### src/rtl/mcd_pkg.sv
`timescale 1ns / 1ps
// ----------------------------------------------------------------------------
// mcd_pkg
// Shared types, symbol codes and the Morse lookup for the decoder.
// ----------------------------------------------------------------------------
package mcd_pkg;

  localparam logic [7:0] SymDot   = 8'h2E;
  localparam logic [7:0] SymDash  = 8'h2D;
  localparam logic [7:0] SymSpace = 8'h20;
  localparam logic [7:0] SymSep   = 8'h5F;
  localparam logic [7:0] CharNone = 8'h00;

  localparam logic [2:0] LenSat = 3'd7;

  localparam int FifoDepth = 2;
  localparam int PtrW      = (FifoDepth > 1) ? $clog2(FifoDepth) : 1;
  localparam int CntW      = $clog2(FifoDepth + 1);

  // one closed token on its way from front to back
  typedef struct packed {
    logic [2:0] len;
    logic [5:0] bits;
    logic       space_seen;
    logic       other_seen;
  } token_t;

  typedef struct packed {
    logic [7:0] ch;
    logic       bad;
  } result_t;

  // dot/dash pattern lookup, dash = 1, first symbol in the highest used bit
  function automatic logic [7:0] lookup(input logic [2:0] len, input logic [5:0] bits);
    logic [7:0] ch;
    ch = CharNone;
    case ({len, bits})
      {3'd1, 6'b000000}: ch = "e";
      {3'd1, 6'b000001}: ch = "t";
      {3'd2, 6'b000001}: ch = "a";
      {3'd2, 6'b000000}: ch = "i";
      {3'd2, 6'b000011}: ch = "m";
      {3'd2, 6'b000010}: ch = "n";
      {3'd3, 6'b000100}: ch = "d";
      {3'd3, 6'b000110}: ch = "g";
      {3'd3, 6'b000101}: ch = "k";
      {3'd3, 6'b000111}: ch = "o";
      {3'd3, 6'b000010}: ch = "r";
      {3'd3, 6'b000000}: ch = "s";
      {3'd3, 6'b000001}: ch = "u";
      {3'd3, 6'b000011}: ch = "w";
      {3'd4, 6'b001000}: ch = "b";
      {3'd4, 6'b001010}: ch = "c";
      {3'd4, 6'b000010}: ch = "f";
      {3'd4, 6'b000000}: ch = "h";
      {3'd4, 6'b000111}: ch = "j";
      {3'd4, 6'b000100}: ch = "l";
      {3'd4, 6'b000110}: ch = "p";
      {3'd4, 6'b001101}: ch = "q";
      {3'd4, 6'b000001}: ch = "v";
      {3'd4, 6'b001001}: ch = "x";
      {3'd4, 6'b001011}: ch = "y";
      {3'd4, 6'b001100}: ch = "z";
      {3'd5, 6'b001111}: ch = "1";
      {3'd5, 6'b000111}: ch = "2";
      {3'd5, 6'b000011}: ch = "3";
      {3'd5, 6'b000001}: ch = "4";
      {3'd5, 6'b000000}: ch = "5";
      {3'd5, 6'b010000}: ch = "6";
      {3'd5, 6'b011000}: ch = "7";
      {3'd5, 6'b011100}: ch = "8";
      {3'd5, 6'b011110}: ch = "9";
      {3'd5, 6'b011111}: ch = "0";
      {3'd5, 6'b001010}: ch = "+";
      {3'd5, 6'b010001}: ch = "=";
      {3'd6, 6'b010101}: ch = ".";
      {3'd6, 6'b110011}: ch = ",";
      {3'd6, 6'b001100}: ch = "?";
      {3'd6, 6'b100001}: ch = "-";
      {3'd6, 6'b101010}: ch = ";";
      {3'd6, 6'b111000}: ch = ":";
      default:           ch = CharNone;
    endcase
    return ch;
  endfunction

  function automatic result_t decode(input token_t tok);
    result_t r;
    r.ch = CharNone;
    if (tok.len == 3'd0 || tok.len == LenSat || tok.other_seen) begin
      r.ch = CharNone;
    end else if (tok.space_seen) begin
      r.ch = (tok.len == 3'd1) ? SymSpace : CharNone;
    end else begin
      r.ch = lookup(tok.len, tok.bits);
    end
    r.bad = (r.ch == CharNone);
    return r;
  endfunction

endpackage

### src/rtl/mcd_front.sv
`timescale 1ns / 1ps
// ----------------------------------------------------------------------------
// mcd_front
// Accepts stream bytes, builds the current token and hands closed tokens on.
// ----------------------------------------------------------------------------
module mcd_front (
  input  logic              clk,
  input  logic              rst,
  input  logic              accept,
  input  logic [7:0]        sym,
  input  logic              line_end,
  output logic              tok_push,
  output mcd_pkg::token_t   tok_data
);

  mcd_pkg::token_t tok;
  mcd_pkg::token_t tok_next;
  logic            closing;

  assign closing  = line_end ? (tok.len != 3'd0) : (sym == mcd_pkg::SymSep);
  assign tok_push = accept && closing;
  assign tok_data = tok;

  always_comb begin
    tok_next = tok;
    if (accept) begin
      if (closing) begin
        tok_next = '0;
      end else if (!line_end) begin
        if (tok.len != mcd_pkg::LenSat) begin
          tok_next.len = tok.len + 3'd1;
        end
        if (sym == mcd_pkg::SymDot || sym == mcd_pkg::SymDash) begin
          tok_next.bits = {tok.bits[4:0], (sym == mcd_pkg::SymDash)};
        end else if (sym == mcd_pkg::SymSpace) begin
          tok_next.space_seen = 1'b1;
        end else begin
          tok_next.other_seen = 1'b1;
        end
      end
    end
  end

  always_ff @(posedge clk) begin
    if (rst) begin
      tok <= '0;
    end else begin
      tok <= tok_next;
    end
  end

endmodule

### src/rtl/mcd_fifo.sv
`timescale 1ns / 1ps
// ----------------------------------------------------------------------------
// mcd_fifo
// Short token queue between front and back.
// ----------------------------------------------------------------------------
module mcd_fifo (
  input  logic                       clk,
  input  logic                       rst,
  input  logic                       wr_en,
  input  mcd_pkg::token_t            wr_data,
  input  logic                       rd_en,
  output mcd_pkg::token_t            rd_data,
  output logic                       not_empty,
  output logic                       is_full,
  output logic [mcd_pkg::CntW-1:0]   count
);

  mcd_pkg::token_t             mem [mcd_pkg::FifoDepth];
  logic [mcd_pkg::PtrW-1:0]    wr_ptr;
  logic [mcd_pkg::PtrW-1:0]    rd_ptr;

  assign not_empty = (count != '0);
  assign is_full   = (count == mcd_pkg::CntW'(mcd_pkg::FifoDepth));
  assign rd_data   = mem[rd_ptr];

  function automatic logic [mcd_pkg::PtrW-1:0] bump(input logic [mcd_pkg::PtrW-1:0] p);
    return (p == mcd_pkg::PtrW'(mcd_pkg::FifoDepth - 1)) ? '0 : p + 1'b1;
  endfunction

  always_ff @(posedge clk) begin
    if (wr_en) begin
      mem[wr_ptr] <= wr_data;
    end
  end

  always_ff @(posedge clk) begin
    if (rst) begin
      wr_ptr <= '0;
      rd_ptr <= '0;
      count  <= '0;
    end else begin
      if (wr_en) begin
        wr_ptr <= bump(wr_ptr);
      end
      if (rd_en) begin
        rd_ptr <= bump(rd_ptr);
      end
      if (wr_en && !rd_en) begin
        count <= count + 1'b1;
      end else if (rd_en && !wr_en) begin
        count <= count - 1'b1;
      end
    end
  end

endmodule

### src/rtl/mcd_back.sv
`timescale 1ns / 1ps
// ----------------------------------------------------------------------------
// mcd_back
// Decodes queued tokens through the Morse table into the result register.
// ----------------------------------------------------------------------------
module mcd_back (
  input  logic              clk,
  input  logic              rst,
  input  logic              tok_valid,
  input  mcd_pkg::token_t   tok_data,
  output logic              tok_take,
  input  logic              pop,
  output logic              empty,
  output logic [7:0]        char_out,
  output logic              bad_token
);

  logic             valid;
  mcd_pkg::result_t res;
  logic             slot_free;

  assign slot_free = !valid || pop;
  assign tok_take  = tok_valid && slot_free;
  assign res       = mcd_pkg::decode(tok_data);
  assign empty     = !valid;

  always_ff @(posedge clk) begin
    if (rst) begin
      valid <= 1'b0;
    end else if (slot_free) begin
      valid <= tok_valid;
    end
  end

  always_ff @(posedge clk) begin
    if (tok_take) begin
      char_out  <= res.ch;
      bad_token <= res.bad;
    end
  end

endmodule

### src/rtl/morse_code_decoder_core.sv
`timescale 1ns / 1ps
// ----------------------------------------------------------------------------
// morse_code_decoder_core
// Morse symbol stream to ASCII characters, one result per closed token.
//
//   channel   ports                       request moves when
//   input     push full sym line_end      push && !full
//   result    empty pop char_out bad_token pop && !empty
//
// One byte per cycle is accepted while full is low. The accepted byte that closes
// a token writes it into the token queue; from the queue head the table lookup
// feeds the result register once the result slot is free or is being popped.
// Synchronous reset clears the pending token, the queue and the result slot.
// While results are not taken the two-entry queue fills and full rises.
// ----------------------------------------------------------------------------
module morse_code_decoder_core (
  input  logic       clk,
  input  logic       rst,
  input  logic       push,
  output logic       full,
  input  logic [7:0] sym,
  input  logic       line_end,
  output logic       empty,
  input  logic       pop,
  output logic [7:0] char_out,
  output logic       bad_token
);

  logic                      accept;
  logic                      tok_push;
  mcd_pkg::token_t           tok_in;
  mcd_pkg::token_t           tok_head;
  logic                      tok_valid;
  logic                      tok_take;
  logic [mcd_pkg::CntW-1:0]  fifo_count;

  assign accept = push && !full;

  mcd_front u_front (
    .clk      (clk),
    .rst      (rst),
    .accept   (accept),
    .sym      (sym),
    .line_end (line_end),
    .tok_push (tok_push),
    .tok_data (tok_in)
  );

  mcd_fifo u_fifo (
    .clk       (clk),
    .rst       (rst),
    .wr_en     (tok_push),
    .wr_data   (tok_in),
    .rd_en     (tok_take),
    .rd_data   (tok_head),
    .not_empty (tok_valid),
    .is_full   (full),
    .count     (fifo_count)
  );

  mcd_back u_back (
    .clk       (clk),
    .rst       (rst),
    .tok_valid (tok_valid),
    .tok_data  (tok_head),
    .tok_take  (tok_take),
    .pop       (pop),
    .empty     (empty),
    .char_out  (char_out),
    .bad_token (bad_token)
  );

  // queue occupancy never passes its depth
  assert property (@(posedge clk) disable iff (rst)
    fifo_count <= mcd_pkg::CntW'(mcd_pkg::FifoDepth))
    else $error("token queue overflow");

  // a flagged result carries no character
  assert property (@(posedge clk) disable iff (rst)
    (!empty && bad_token) |-> (char_out == mcd_pkg::CharNone))
    else $error("bad token with nonzero character");

  // an accepted separator leaves a token queued or a result waiting
  assert property (@(posedge clk) disable iff (rst)
    (accept && !line_end && sym == mcd_pkg::SymSep) |=> (tok_valid || !empty))
    else $error("separator produced no token");

  // a result slot that is not popped keeps its value
  assert property (@(posedge clk) disable iff (rst)
    (!empty && !pop) |=> (!empty && $stable(char_out) && $stable(bad_token)))
    else $error("waiting result changed");

endmodule
### config.mk
export PLATFORM = sky130hd
export DESIGN_NAME = morse_code_decoder_core
export DESIGN_NICKNAME = d
export VERILOG_FILES = /design/src/rtl/mcd_pkg.sv /design/src/rtl/mcd_front.sv /design/src/rtl/mcd_fifo.sv /design/src/rtl/mcd_back.sv /design/src/rtl/morse_code_decoder_core.sv
export SDC_FILE = /design/constraint.sdc
export NUM_CORES = 1
export LEC_CHECK = 0
export BUFFER_PORTS_ARGS = -buffer_cell sky130_fd_sc_hd__buf_2
export CORE_MARGIN = 2
export CORE_UTILIZATION = 45
export DETAILED_ROUTE_END_ITERATION = 8
export PLACE_DENSITY = 0.65
export SLEW_MARGIN = 20
export SYNTH_ARGS = -nofsm -noshare
export SYNTH_HDL_FRONTEND = slang
export SYNTH_SLANG_ARGS = --single-unit
### constraint.sdc
create_clock -name clk -period 2.7 [get_ports clk]
set_input_delay 0 -clock clk [delete_from_list [all_inputs] [get_ports clk]]
set_output_delay 0 -clock clk [all_outputs]
set_load 0.1 [all_outputs]
==> results of run 1 <==
## registers in the layout, summed over array words and instances (netlist names), named ones only
| name | cells |
|---|---|
| u_front.tok_data | 11 |
| u_back.valid | 1 |
| u_fifo.wr_ptr | 1 |
| u_fifo.mem | 22 |
| u_fifo.rd_ptr | 1 |
| u_fifo.count | 2 |
| u_back.bad_token | 1 |
| u_back.char_out | 7 |
## routing by layer
layer  up-vias  track usage (%)
met5         -                0
met1      1225             25.0
met4         0             10.1
met2       104             32.7
li1       1223                -
met3        30             3.62
## final timing paths
kind | slack (ps) | cells after the start | endpoint | startpoint
max reg2reg | 290 | 6 | u_back.bad_token | u_fifo.mem[0][9]
max | 290 | 6 | u_back.bad_token | u_fifo.mem[0][9]
min reg2reg | 470 | 0 | u_fifo.mem[0][7] | u_front.tok_data[7]
min | 60 | 2 | u_fifo.wr_ptr | rst
## cell usage after synthesis (3+ instances only)
master and count:
a22oi_1 7, o22ai_1 6, ha_1 4, and2_1 3
and3_1 3, a31oi_1 7, a21oi_1 15, buf_4 3
nor3b_2 3, nand2_1 21, and3b_1 3, nor3_1 13
a32oi_1 3, clkbuf_1 4, a311oi_1 3, nor3b_1 3
nand3b_1 4, nor4_1 3, inv_1 6, buf_6 5
nor2_1 28, dfxtp_1 17, nand3_1 7, mux2i_1 6
nand2b_1 7, o21ai_0 10, xnor2_1 6, edfxtp_1 30
## layout by cell type, fill, tap and decap left out, types with 4 or more instances in the layout
cell      Yosys  final
a21oi_1      15     15
a22oi_1       7      7
a31oi_1       7      7
buf_2         1     22
buf_4         3      9
clkbuf_8      0      6
dfxtp_1      17     17
edfxtp_1     30     30
ha_1          4      4
inv_1         6      6
mux2i_1       6      6
nand2_1      21     21
nand2b_1      7      7
nand3_1       7      7
nand3b_1      4      4
nor2_1       28     28
nor3_1       13     13
o21ai_0      10     10
o22ai_1       6      6
xnor2_1       6      6
## report_power, final
| part | switching, mW | internal (mW) | total [mW] |
|---|---|---|---|
| clock network | 0.228 | 0.210 | 0.437 |
| registers | 0.0564 | 0.880 | 0.936 |
| logic | 0.887 | 0.312 | 1.20 |
## area by class of cell
class | instances | area [sq um] | area share (%)
flip-flops and latches | 47 | 1240 | 37.0
inverters | 6 | 22.5 | 0.671
clock inverters | 2 | 15.0 | 0.448
multi-input cells | 235 | 1690 | 50.2
clock buffers | 6 | 82.6 | 2.46
well taps | 80 | 100 | 2.98
repair buffers | 33 | 208 | 6.19
## through the flow
step	cells	power (mW)	hold WS, ps	util (%)
global placement	400	2.14	290	48.6
global route	409	2.70	68.2	50.2
floorplan	303	1.95	196	-
detailed placement	400	2.14	308	48.6
CTS	409	2.58	58.1	50.2
finish	409	2.57	58.8	50.2
## logic make-up (layout without fill, tap and decap cells)
family	count (synthesis)	in the layout	synth area share, %
xor gates and xnor gates	8	8	2.29
DFF	47	47	40.6
other	1	1	0.123
and+or+nand+nor	122	122	24.5
buffers and inverters	21	47	4.30
muxes	11	11	4.14
AOI/OAI and AO/OA	89	89	22.4
adders and majority gates	4	4	1.64
==> impl_results.md, run 1 <==
* Outcome: complete, no violations
* Worst Path Max Fanout at 9
* Synth Flop Type: edfxtp_1
* Crit path time final at 2410 ps
* M1 wire length at 2980 um
* CP max stage delay at 560 ps
* Pwr dens at 767 mW/mm^2
* P_leak at 1.17 nW
* Via count at 2582
* PostCTS Resize Cnt at 0
* Fillers at 618
* DR iter-0 viols at 154
* Setup ws final at 288 ps
* Post-synth EDFFs at 30
* Num rows at 30
* CTS root buf: clkbuf_8
* CP Class: flop to flop
* Slew HR at 63.2%
* Synth top area share at 29.5%
* Post-DP HPWL at 5440 um
* Clk sinks at 47
* Final nets at 345
* Grt ovf at 0
* CTS tree: done
* Mapped cell area at 0.00306 sq mm
* Seq/Total Area, Yosys at 40.6%
* Total wire length at 7100 um
* Die Width at 86.4 um
* First-pass GRT wire length at 11700 um
* Pre-CTS WS at 337 ps
* Delay-heaviest family, CP: compound AO/OA/AOI/OAI gates
* Antenna-violating nets left at 0
* Buf/Inv on CP at 0
* Share of cells above drive strength 1 at 21.6%
* ANT cells at 0
* Fin crit share at 89.3%
* Post-CTS Setup Inserts at 0
* Setup TNS at 0 ps
* Largest net degree at the start of global routing at 47
* DRT Pass-1 Iters at 5
* Max VDD drop at 288 uV
* I/O Buffers at 22
* H-tree depth at 2
* Clock skew at 18.4 ps
* CTS Buf Count at 5
* Area Overhead vs Synth at 9.79%
* Drc violations at 0
* CP max-delay cell: o32ai_1
* Async set-reset flop share out of synthesis at 0%
* Crit. End Element: flop
* Number of synthesized register bits at 47
* Clk Latency, worst-skew pair at 300 ps
* DIE HEIGHT at 86.4 um
* Worst Hold Class: input pin to flop
* Clk buf depth at 2
* Fin area at 0.00335 sq mm
* Routed wl met3 at 432 um
* # hold bufs at CTS at 1
* Wirelength per Cell at 17.3 um
* Synth Warn # at 0
* CP Launch Type: flop
* Final Setup Violations at 0
* Initial antenna violation count at 0
* Fin. max-slew vios at 0
* Gpl congestion at 0.956
* Routed met2 length at 3400 um
* WP data arrival at 2470 ps
* DIE AREA at 0.00746 sq mm
* Cells after Synth at 303
* Max Cap Violations at 0
* Vias in the first global route at 2377
* Fmax at 415 MHz
* GRT Overall Usage at 19.9%
* Via density at 6.31
* Area leader, netlist: edfxtp_1
* Top Ports at 24
* Top sig layer: met4
* CTS clock-pin slew for the worst setup and hold paths at 90 ps
* Unique cell type count in the Yosys netlist at 82
* Syn_nets at 320
* Worst-margin pin slew at 551 ps
* Core ar. at 0.00668 sq mm
* RSZ-0062 raised after global routing: no
* Dpl cell area at 0.00325 sq mm
* Critical path data required time at 2760 ps
* CP Cell Sequence: or3b_1, nand2_1, o21ai_0, o32ai_1, nor4_4, a41o_1
* Mean area per synthesized cell at 10.1 sq um
* Initial Util at 45.7%
* Synth area leaders: edfxtp_1 (29%), dfxtp_1 (11%), nor2_1 (3.4%), nand2_1 (2.6%), a21oi_1 (2.5%)
* Endpoints failing hold at 0
Note: power is estimated with default switching activity, not from simulation.
==> run 2, diff against run 1 <==
--- a/config.mk
+++ b/config.mk
@@ -7,9 +7,9 @@
 export LEC_CHECK = 0
 export BUFFER_PORTS_ARGS = -buffer_cell sky130_fd_sc_hd__buf_2
 export CORE_MARGIN = 2
-export CORE_UTILIZATION = 45
+export CORE_UTILIZATION = 40
 export DETAILED_ROUTE_END_ITERATION = 8
-export PLACE_DENSITY = 0.65
+export PLACE_DENSITY = 0.59
 export SLEW_MARGIN = 20
 export SYNTH_ARGS = -nofsm -noshare
 export SYNTH_HDL_FRONTEND = slang
==> run 2 against run 1 <==
Against the previous run: sequential share of layout area grew 0.097 points; non-clock buffer count shrank 4; clock power is essentially flat; clock-buffer cell count grew 1; flip-flop and latch count is the same; critical path depth is the same; die area grew 12%; clock skew shrank 7.7 ps; worst hold slack gained 6.0 ps; cell area shrank 0.26%; total power shrank 0.58%; critical endpoint unchanged; highest routed layer unchanged.
==> impl_results.md, run 2 (synthesized netlist as in run 1, its figures left out) <==
* Fin crit share at 89.1% (was 89.3%)
* Worst-margin pin slew at 645 ps (was 551 ps)
* CP Launch Type: flop (unchanged)
* Core ar. at 0.00733 sq mm (was 0.00668 sq mm)
* Grt ovf at 0 (unchanged)
* Post-DP HPWL at 5490 um (was 5440 um)
* Share of cells above drive strength 1 at 20.3% (was 21.6%)
* CP Class: flop to flop (unchanged)
* Gpl congestion at 1.04 (was 0.956)
* Wirelength per Cell at 17.0 um (was 17.3 um)
* RSZ-0062 raised after global routing: no (unchanged)
* Most frequent cells in the layout: edfxtp_1 (30), nor2_1 (28), buf_2 (22), nand2_1 (21), dfxtp_1 (17) (unchanged)
* Via density at 5.99 (was 6.31)
* Fin area at 0.00335 sq mm (about the same)
* Buf/Inv on CP at 0 (unchanged)
* Endpoints failing hold at 0 (unchanged)
* CTS Buf Count at 5 (unchanged)
* Crit path time final at 2410 ps (about the same)
* Vias in the first global route at 2357 (was 2377)
* Commonest non-fill, non-tap cell in the layout: edfxtp_1 (unchanged)
* Clk buf depth at 2 (unchanged)
* DIE AREA at 0.00835 sq mm (was 0.00746 sq mm)
* Slew HR at 57.0% (was 63.2%)
* Final Setup Violations at 0 (unchanged)
* Pwr dens at 765 mW/mm^2 (was 767 mW/mm^2)
* ANT cells at 0 (unchanged)
* Initial Util at 41.7% (was 45.7%)
* Antenna-violating nets left at 0 (unchanged)
* I/O Buffers at 22 (unchanged)
* Max reg flops at 22 (unchanged)
* DR iter-0 viols at 226 (was 154)
* Worst Hold Class: input pin to flop (unchanged)
* Die Width at 91.4 um (was 86.4 um)
* CTS root buf: clkbuf_8 (unchanged)
* P_leak at 1.14 nW (was 1.17 nW)
* Crit. End Element: flop (unchanged)
* WP data arrival at 2470 ps (about the same)
* Critical path data required time at 2760 ps (about the same)
* DRT Pass-1 Iters at 5 (unchanged)
* Total wire length at 7200 um (was 7100 um)
* Setup TNS at 0 ps (unchanged)
* Flop2flop setup slack at 290 ps (about the same)
* Area Overhead vs Synth at 9.50% (was 9.79%)
* Num rows at 31 (was 30)
* Reg with most FFs: u_fifo.mem (unchanged)
* Pre-CTS WS at 348 ps (was 337 ps)
* H-tree depth at 2 (unchanged)
* Clk sinks at 47 (unchanged)
* CP max stage delay at 540 ps (was 560 ps)
* DIE HEIGHT at 91.4 um (was 86.4 um)
* Max Cap Violations at 0 (unchanged)
* Max VDD drop at 294 uV (was 288 uV)
* Outcome: complete, no violations (unchanged)
* Initial antenna violation count at 0 (unchanged)
* Final nets at 341 (was 345)
* CP max-delay cell: o32ai_1 (unchanged)
* Fin. max-slew vios at 0 (unchanged)
* Drc violations at 0 (unchanged)
* Largest net degree at the start of global routing at 52 (was 47)
* Via count at 2538 (was 2582)
* CP Cell Sequence: or3b_1, nand2_1, o21ai_0, o32ai_1, nor4_4, a41o_1 (unchanged)
* CTS clock-pin slew for the worst setup and hold paths at 90 ps (about the same)
* Delay-heaviest family, CP: compound AO/OA/AOI/OAI gates (unchanged)
* Setup ws final at 293 ps (was 288 ps)
* Dpl cell area at 0.00324 sq mm (was 0.00325 sq mm)
* GRT Overall Usage at 17.7% (was 19.9%)
* CTS tree: done (unchanged)
* Clock skew at 10.7 ps (was 18.4 ps)
* Worst Path Max Fanout at 9 (unchanged)
* Fmax at 415 MHz (about the same)
* Core Util, Final at 45.6% (was 50.2%)
* Clk Latency, worst-skew pair at 300 ps (about the same)
* First-pass GRT wire length at 11900 um (was 11700 um)
* Top Ports at 24 (unchanged)
==> run 2: stage by stage <==
stage	total power [mW]	hold WS, ps	std cells
detailed placement	2.13	300	415
finish	2.56	64.7	424
global route	2.69	75.3	424
global placement	2.13	285	415
CTS	2.56	68.0	424
floorplan	1.95	196	303
==> run 2: where the power goes <==
part | switching, mW | total, mW | internal, mW
Combinational | 0.881 | 1.18 | 0.302
Sequential | 0.0587 | 0.938 | 0.880
Clock | 0.227 | 0.436 | 0.210
Total | 1.17 | 2.56 | 1.39
==> run 2: metal layers <==
layer  vias up  routed length [um]  share of wire, %  global-route usage, %
li1       1226                   -                 -                      -
met1      1189                3250                45                   23.9
met2       102                3320                46                   27.5
met3        21                 390               5.4                   3.15
met4         0                 230               3.2                   8.59
met5         -                   0                 0                      0
==> run 2: timing repair <==
item                      in CTS  in global routing
hold buffers                   1                  0
gates resized for setup        0                  0
hold endpoints to repair       1                  0
setup buffers                  0                  0
==> run 2: area by class of cell <==
cell class	count	area (sq um)
tap	99	124
sequential	47	1240
clock buffer	7	86.3
clock inverter	1	8.76
inverter	6	22.5
timing repair buffer	29	178
fill	705	3990
multi-input combinational	235	1690
==> run 2: path summary, 6_finish.rpt <==
kind	from	endpoint	cells past startpoint
setup / recovery	u_fifo.mem[0][9]	u_back.bad_token	6
hold / removal	rst	u_fifo.count[0]	2
setup reg to reg	u_fifo.mem[0][9]	u_back.bad_token	6
hold reg to reg	u_front.tok_data[0]	u_fifo.mem[0][0]	0
==> run 2: worst reg2reg max path: cells and delay by family (launching register included) <==
kind / cells / cell delay (ps)
flops: 1 / 530
compound gates: 3 / 940
simple gates: 3 / 690
==> run 3, diff against run 2 <==
--- a/config.mk
+++ b/config.mk
@@ -9,6 +9,7 @@
 export CORE_MARGIN = 2
 export CORE_UTILIZATION = 40
 export DETAILED_ROUTE_END_ITERATION = 8
+export HOLD_SLACK_MARGIN = 0.08
 export PLACE_DENSITY = 0.59
 export SLEW_MARGIN = 20
 export SYNTH_ARGS = -nofsm -noshare
==> constraint.sdc (replaced) <==
create_clock -name clk -period 2.45 [get_ports clk]
set_input_delay 0 -clock clk [delete_from_list [all_inputs] [get_ports clk]]
set_output_delay 0 -clock clk [all_outputs]
set_load 0.1 [all_outputs]
==> run 3 against run 2 <==
Against the previous run: combinational power is 16% higher; critical endpoint unchanged; highest routed layer unchanged; largest cell class unchanged; fmax is 4.2% higher; first-iteration DRC count fell by 48%; register-to-register slack lost 150 ps; critical path depth grew 2; non-clock buffer count up 21; flip-flop and latch count did not move; core utilization up 2.4 points; clock skew is 2.4 ps lower.
==> impl_results.md, run 3 (synthesized netlist as in run 1, its figures left out) <==
* H-tree depth at 2 (unchanged)
* Grt ovf at 0 (unchanged)
* Critical path data required time at 2510 ps (was 2760 ps)
* Max reg flops at 22 (unchanged)
* Drc violations at 0 (unchanged)
* Dpl cells at 434 (was 415)
* Power Total at 2.92 mW (was 2.56 mW)
* CTS root buf: clkbuf_8 (unchanged)
* R2R depth at 8 (was 6)
* Area Overhead vs Synth at 15.2% (was 9.50%)
* I/O Buffers at 22 (unchanged)
* CTS tree: done (unchanged)
* RSZ-0062 raised after global routing: no (unchanged)
* Reg with most FFs: u_fifo.mem (unchanged)
* CP Launch Type: flop (unchanged)
* Pre-CTS WS at 149 ps (was 348 ps)
* Core Util, Final at 48.0% (was 45.6%)
* Fin crit share at 94.3% (was 89.1%)
* Setup ws final at 141 ps (was 293 ps)
* Largest net degree at the start of global routing at 37 (was 52)
* Num rows at 31 (unchanged)
* Total wire length at 7210 um (was 7200 um)
* WP data arrival at 2370 ps (was 2470 ps)
* DIE HEIGHT at 91.4 um (unchanged)
* Antenna-violating nets left at 0 (unchanged)
* Max VDD drop at 363 uV (was 294 uV)
* Hold depth at 4 (was 2)
* Clk Latency, worst-skew pair at 300 ps (about the same)
* Post-CTS Setup Inserts at 0 (unchanged)
* Die Width at 91.4 um (unchanged)
* GRT Overall Usage at 17.4% (was 17.7%)
* Worst-margin pin slew at 538 ps (was 645 ps)
* Wirelength per Cell at 16.2 um (was 17.0 um)
* Fillers at 699 (was 705)
* P_leak at 1.26 nW (was 1.14 nW)
* PostCTS Resize Cnt at 0 (unchanged)
* CTS clock-pin slew for the worst setup and hold paths at 90 ps (about the same)
* Via count at 2522 (was 2538)
* Gpl congestion at 0.988 (was 1.04)
* Most frequent cells in the layout: edfxtp_1 (30), nor2_1 (28), buf_4 (24), buf_2 (22), nand2_1 (21) (was edfxtp_1 (30), nor2_1 (28), buf_2 (22), nand2_1 (21), dfxtp_1 (17))
* Initial antenna violation count at 0 (unchanged)
* Worst Hold Class: input pin to flop (unchanged)
* Fin. max-slew vios at 0 (unchanged)
* Outcome: complete, no violations (unchanged)
* Fmax at 433 MHz (was 415 MHz)
* Post-DP HPWL at 5690 um (was 5490 um)
* Dpl cell area at 0.00338 sq mm (was 0.00324 sq mm)
* Final Setup Violations at 0 (unchanged)
* Non-filler cells, final at 445 (was 424)
* Endpoints failing hold at 0 (unchanged)
* Combinational power share at 47.0% (was 46.3%)
* Clk pwr share at 17.7% (was 17.1%)
* DR iter-0 viols at 118 (was 226)
* Clk buf depth at 2 (unchanged)
* Clk sinks at 47 (unchanged)
* Clock skew at 8.27 ps (was 10.7 ps)
* Crit. End Element: flop (unchanged)
* Internal power at 1.62 mW (was 1.39 mW)
* Final nets at 362 (was 341)
* First-pass GRT wire length at 11700 um (was 11900 um)
* Slew HR at 63.8% (was 57.0%)
* Setup TNS at 0 ps (unchanged)
* CP Class: flop to flop (unchanged)
* Worst Hold Slack at 107 ps (was 64.7 ps)
* Fin area at 0.00352 sq mm (was 0.00335 sq mm)
* Core ar. at 0.00733 sq mm (unchanged)
* Share of cells above drive strength 1 at 24.9% (was 20.3%)
* ANT cells at 0 (unchanged)
* Initial Util at 41.7% (unchanged)
* Via density at 5.67 (was 5.99)
* Top Ports at 24 (unchanged)
* CTS Buf Count at 5 (unchanged)
* Commonest non-fill, non-tap cell in the layout: edfxtp_1 (unchanged)
* Crit path time final at 2310 ps (was 2410 ps)
* Worst Path Max Fanout at 36 (was 9)
* DIE AREA at 0.00835 sq mm (unchanged)
* Sw Ratio at 44.7% (was 45.6%)
* Max Cap Violations at 0 (unchanged)
* Pwr dens at 830 mW/mm^2 (was 765 mW/mm^2)
* NetSw at 1.31 mW (was 1.17 mW)
* Seq pwr share at 35.3% (was 36.7%)
* DRT Pass-1 Iters at 4 (was 5)
* Vias in the first global route at 2377 (was 2357)
run 3: worst max-delay path, stage by stage, from the launching register on:
cell and delay [ps]:
dfxtp_1 360, buf_12 200, buf_4 170, nand3_1 80, o21a_1 190, a2111oi_2 480, a311oi_1 130, and3_4 220
a41o_1 230
run 3: metal layers:
metal	wire [um]	vias up	global-route usage [%]	part of all wire [%]
met2	3480	69	29.6	48
met1	3180	1157	21.6	44
met4	289	0	8.08	4.0
li1	-	1269	-	-
met3	267	27	2.66	3.7
met5	0	-	0	0
run 3: power groups by stage:
| stage | clock (mW) | sequential, mW | combinational, mW |
|---|---|---|---|
| after floorplan | 0 | 1.46 | 0.697 |
| after global placement | 0 | 1.05 | 1.36 |
| after detailed placement | 0 | 1.05 | 1.36 |
| after CTS | 0.543 | 1.03 | 1.37 |
| after global routing | 0.568 | 1.05 | 1.46 |
| final | 0.518 | 1.03 | 1.37 |
run 3: layout make-up:
| cell class | count | area (sq um) | area share (%) |
|---|---|---|---|
| Multi-Input combinational cell | 235 | 1690 | 47.9 |
| Sequential cell | 47 | 1240 | 35.3 |
| Timing Repair Buffer | 50 | 340 | 9.67 |
| Tap cell | 99 | 124 | 3.52 |
| Clock buffer | 6 | 93.8 | 2.67 |
| Inverter | 6 | 22.5 | 0.640 |
| Clock inverter | 2 | 13.8 | 0.391 |
run 3: worst paths after layout:
check	slack, ps	startpoint	to
hold reg to reg	490	u_front.tok_data[7]	u_fifo.mem[1][7]
setup / recovery	140	flop	u_back.bad_token
hold / removal	110	sym[3]	u_front.tok_data[1]
setup reg to reg	140	flop	u_back.bad_token
run 3: what timing repair did:
action	CTS	global route
endpoints found under the hold margin	13	0
endpoints found under the setup margin	0	1
hold buffers	3	0
